===== src/rtl/e2r_qmul.sv =====
// Registered fixed-point multiply, rounded half up back to the operand format.
`timescale 1ns / 1ps
module e2r_qmul #(
	parameter int FRAC_BITS = 14
) (
	input  logic                         clk,
	input  logic                         en,
	input  logic signed [FRAC_BITS+1:0]  a,
	input  logic signed [FRAC_BITS+1:0]  b,
	output logic signed [FRAC_BITS+1:0]  p
);
	localparam int W = FRAC_BITS + 2;

	logic signed [2*W-1:0] prod;
	logic signed [2*W-1:0] rnd;

	always_comb begin
		prod = a * b;
		rnd  = prod + (2*W)'(1 << (FRAC_BITS - 1));
	end

	// floor of the rounded product; the magnitude never exceeds one
	always_ff @(posedge clk) begin
		if (en) begin
			p <= rnd[FRAC_BITS+W-1:FRAC_BITS];
		end
	end
endmodule


===== config.mk =====
export PLATFORM = sky130hd
export DESIGN_NAME = e2r_qmul
export DESIGN_NICKNAME = d
export VERILOG_FILES = /design/src/rtl/e2r_qmul.sv
export SDC_FILE = /design/constraint.sdc
export NUM_CORES = 1
export LEC_CHECK = 0
export BUFFER_PORTS_ARGS = -buffer_cell sky130_fd_sc_hd__buf_2
export CAP_MARGIN = 20
export CORE_MARGIN = 2
export CORE_UTILIZATION = 61
export CTS_CLUSTER_SIZE = 8
export DETAILED_ROUTE_END_ITERATION = 16
export PLACE_DENSITY = 0.87
export REMOVE_ABC_BUFFERS = 1
export SYNTH_ARGS = -nofsm -noshare
export SYNTH_HDL_FRONTEND = slang
export SYNTH_SLANG_ARGS = --single-unit

===== constraint.sdc =====
create_clock -name clk -period 8.05 [get_ports clk]
set_input_delay 1.2075 -clock clk [delete_from_list [all_inputs] [get_ports clk]]
set_output_delay 1.2075 -clock clk [all_outputs]
set_load 0.05 [all_outputs]

# Word level (Yosys, flattened, before mapping)
# Index checks and enable logic that the tools add are counted.
# word_totals
reg_bits,16
input_bits,34
# op_classes
addsub,1
multipliers,1
# op_table
cell,n
$add 30x15->30 const B,1
$mul 16x16->30,1

# Logic depth before layout (Yosys ltp)
# depth
depth_word,2
ltp_mapped,22
depth_no_buf,21

# Least setup slack after synthesis
# OpenSTA, ideal clock, no wires.
# synth_timing
path_type,input-to-reg
startpoint,input b[1]
endpoint,"register p[13], data pin"
setup_time_ns,0.262
t_arrival_ns,6.496
slack_ns,1.291
stages,19
n_path_buf,1
cell_sequence,clkbuf_1 > nand2_1 > inv_1 > fa_1 > inv_1 > fa_1 > inv_1 > fa_1 > fa_1 > fa_1 > fa_1 > ha_1 > o21ai_0 > a21oi_1 > a221oi_1 > o22ai_1 > a211oi_1 > o21bai_1 > xor2_1
# synth_via
elab_chain_cells,2
# synth_rtl
item,line,text
start: declaration,9,"input logic signed [FRAC_BITS+1:0] b,"
$mul 16x16->30,18,prod = a * b;
$add 30x15->30,19,rnd = prod + (2*W)'(1 << (FRAC_BITS - 1));
net rnd[27],15,logic signed [2*W-1:0] rnd;
end signal: assignment,25,p <= rnd[FRAC_BITS+W-1:FRAC_BITS];
end: declaration,10,output logic signed [FRAC_BITS+1:0] p
# The timed path passes the listed nets, and every way through them passes these cells.
# A chain may end at the register's enable or synchronous reset.

# Final worst setup path
# layout_timing
startpoint,input a[15]
endpoint,"register p[13], data pin"
# layout_via
elab_chain_cells,2
# layout_rtl
item,line,text
start: declaration,8,"input logic signed [FRAC_BITS+1:0] a,"
$mul 16x16->30,18,
$add 30x15->30,19,
net rnd[27],15,
# The timed path passes the listed nets, and every way through them passes these cells.

==> key figures <==
Hold path
  • Hold endpoint: p[8]$_DFFE_PP_
  • Worst min path class: in2reg
  • Hold Path Origin: en
  • Hold Path Depth: 1

Critical path
  • WP buf/inv: 4
  • CP Max Fanout: 15
  • Slowest stage delay, CP: about 690 ps
  • Worst path most repeated cell: fa_1
  • CP required: 8040 ps
  • CP Capture Type: flop
  • Crit path launch type: primary input
  • Delay-heaviest family, CP: adder cells
  • Critical path type: in2reg
  • Critical path's slowest cell: fa_1
  • Critical-path cell list: buf_2, nand2_1, inv_1, fa_1, inv_1, fa_1, inv_1, fa_1, fa_1, fa_1, fa_1, ha_1, o21ai_0, a21oi_1, a221oi_1, o22ai_1, a211oi_1, o21bai_1, xor2_1
  • WP data arrival: 6920 ps

Clock tree
  • CTS tree: done
  • Post-CTS setup buffer count: 0
  • Clock Sinks: 16
  • Clock transition at the registers of the reported paths: about 50 ps
  • Deepest clock path buffer count: 2
  • Post-CTS sizing: 0
  • CTS Root Cell: clkbuf_16
  • Cts hold-fix bufs: 0
  • Cts bufs inserted: 3
  • CTS H-tree lvls: 1

Floorplanning
  • Die height: around 130 um
  • Full die area: 16710 um2
  • Row count: 45
  • Starting Density: 0.6271
  • IO Count: 50
  • Core ar.: 15260 um2
  • Die X: about 130 um

Logic synthesis
  • Post-synth ARST share: 0
  • Post-Syn Area per Cell: between 9 and 10 um2
  • Sequential fraction of the synthesis area: 0.05021
  • Yosys warns: 0
  • Library cells used by synthesis: 39
  • Post-Syn Area: around 9600 um2
  • Synth Instances: ~1000
  • Post-synth EDFFs: 16
  • Post-synthesis sequential element count: 16
  • Ys flop type: edfxtp_1

Final layout
  • Biggest register: p
  • Filler Cell Count: ~1200
  • Layout cell share with drive strength beyond 1: 0.05513
  • Final nets: 1392
  • Max reg flops: 16
  • Layout area overhead: 4.930%
  • Biggest regs: p (16)
  • Antenna diode count: 0
  • Cell area after layout: roughly 10000 um2

STA
  • RSZ-0062 raised after global routing: false
  • Final setup vio count: 0
  • Final Hold Viols: 0
  • Tmin final: 6927 ps
  • Slew margin rel.: 0.5362
  • Crit share post-route: 0.8606
  • Fmax: about 0.14 GHz
  • TNS Setup: 0 ps
  • Slew Limit Fails: 0
  • Worst-margin pin slew: approximately 700 ps

Drt
  • Wire per inst: roughly 16 um
  • Iter 0 DRT Violations: between 400 and 500
  • DRC viols: 0
  • Routed via count: roughly 6800
  • DR pass1 iterations: 5
  • Via density: between 5 and 6
  • Drt total wl: 20260 um
  • Antenna viol nets, final: 0

Run
  • # Max-Cap Violations: 0

Global route
  • Gr usage total: 0.2702
  • First-pass GRT wire length: roughly 35000 um
  • Vias in the first global route: 7776
  • Pin count of the biggest net entering global routing: 18
  • Total grt overflow: 0
  • Initial antenna violation count: 0

Placement
  • Cell area after placement: roughly 10000 um2
  • RD Place Congestion: roughly 0.86
  • Port Buf Inserts: slightly below 50
  • DPL Wire Length: roughly 17000 um

Run status
  • Status: completed
[area by class of cell]
class	instances	area, um2	area share
Multi-Input combinational cell	689	7933	0.7900
Inverter	276	1036	0.1032
Sequential cell	16	480.5	0.04785
Tap cell	211	264.0	0.02629
Timing Repair Buffer	50	252.7	0.02517
Clock buffer	3	75.07	0.007477
[cells in the mapped netlist, types with 3 or more instances]
cell type,n,area share
fa_1,248,0.52
nor2_1,19,0.0075
nand2_1,126,0.049
edfxtp_1,16,0.050
xor2_1,10,0.0092
and2_1,120,0.078
ha_1,74,0.097
nand3_1,4,0.0021
and3_1,3,0.0020
clkbuf_1,32,0.013
a21oi_1,13,0.0068
o21ai_0,11,0.0058
a211oi_1,3,0.0024
nor3_1,3,0.0016
inv_1,276,0.11
nand2b_1,5,0.0033
xnor2_1,22,0.020
[per-stage QoR]
step	hold WS [ps]	worst slack, ps	std cells	util
6_report	1403	1123	1245	0.6581
4_1_cts	1402	1126	1245	0.6581
3_3_place_gp	1647	980.8	1242	0.6531
2_1_floorplan	1320	1499	981	-
3_5_place_dp	1651	876.7	1242	0.6531
5_1_grt	1410	691.8	1245	0.6581
[cells in the final DEF (no fill, tap or decap), types with 2 or more instances in the layout]
| master | synthesis | final |
|---|---|---|
| xnor2_1 | 22 | 22 |
| nand3_1 | 4 | 4 |
| edfxtp_1 | 16 | 16 |
| nor3_1 | 3 | 3 |
| inv_1 | 276 | 276 |
| or3_1 | 2 | 2 |
| a31oi_1 | 2 | 2 |
| o21ai_0 | 11 | 11 |
| ha_1 | 74 | 74 |
| a21oi_1 | 13 | 13 |
| and3_1 | 3 | 3 |
| o21a_1 | 2 | 2 |
| o22ai_1 | 2 | 2 |
| clkbuf_16 | 0 | 3 |
| and2_1 | 120 | 120 |
| nor2_1 | 19 | 19 |
| buf_2 | 0 | 49 |
| fa_1 | 248 | 248 |
| a221oi_1 | 2 | 2 |
| o21bai_1 | 2 | 2 |
| nand2b_1 | 5 | 5 |
| nand2_1 | 126 | 126 |
| a211oi_1 | 3 | 3 |
| xor2_1 | 10 | 10 |
[logic make-up (layout without fill, tap and decap cells)]
| kind of cell | after synthesis | in the layout | synth area share |
|---|---|---|---|
| xor gates and xnor gates | 32 | 32 | 0.02929 |
| and+or+nand+nor | 287 | 287 | 0.1493 |
| buffers and inverters | 308 | 329 | 0.1208 |
| adders and majority gates | 322 | 322 | 0.6156 |
| DFF | 16 | 16 | 0.05021 |
| AOI/OAI and AO/OA | 48 | 48 | 0.03478 |
[metal layers]
metal	track usage	part of all wire	up-vias
met2	0.4851	0.52	261
met4	0.1535	0.062	0
met1	0.3115	0.36	3479
met5	0	0	-
li1	-	-	2966
met3	0.03592	0.058	74
[worst max path at each step]
stage,from,endpoint,cells after the start
after floorplan,b[1],p[13]$_DFFE_PP_,18
after CTS,a[15],p[13]$_DFFE_PP_,19
final,a[15],p[13]$_DFFE_PP_,19
after detailed placement,a[15],p[13]$_DFFE_PP_,19
after global routing,a[15],p[13]$_DFFE_PP_,19
after global placement,a[15],p[15]$_DFFE_PP_,19
Power is not shown: default switching activity piles up to over one toggle a cycle in this logic, so the estimate is an artifact.
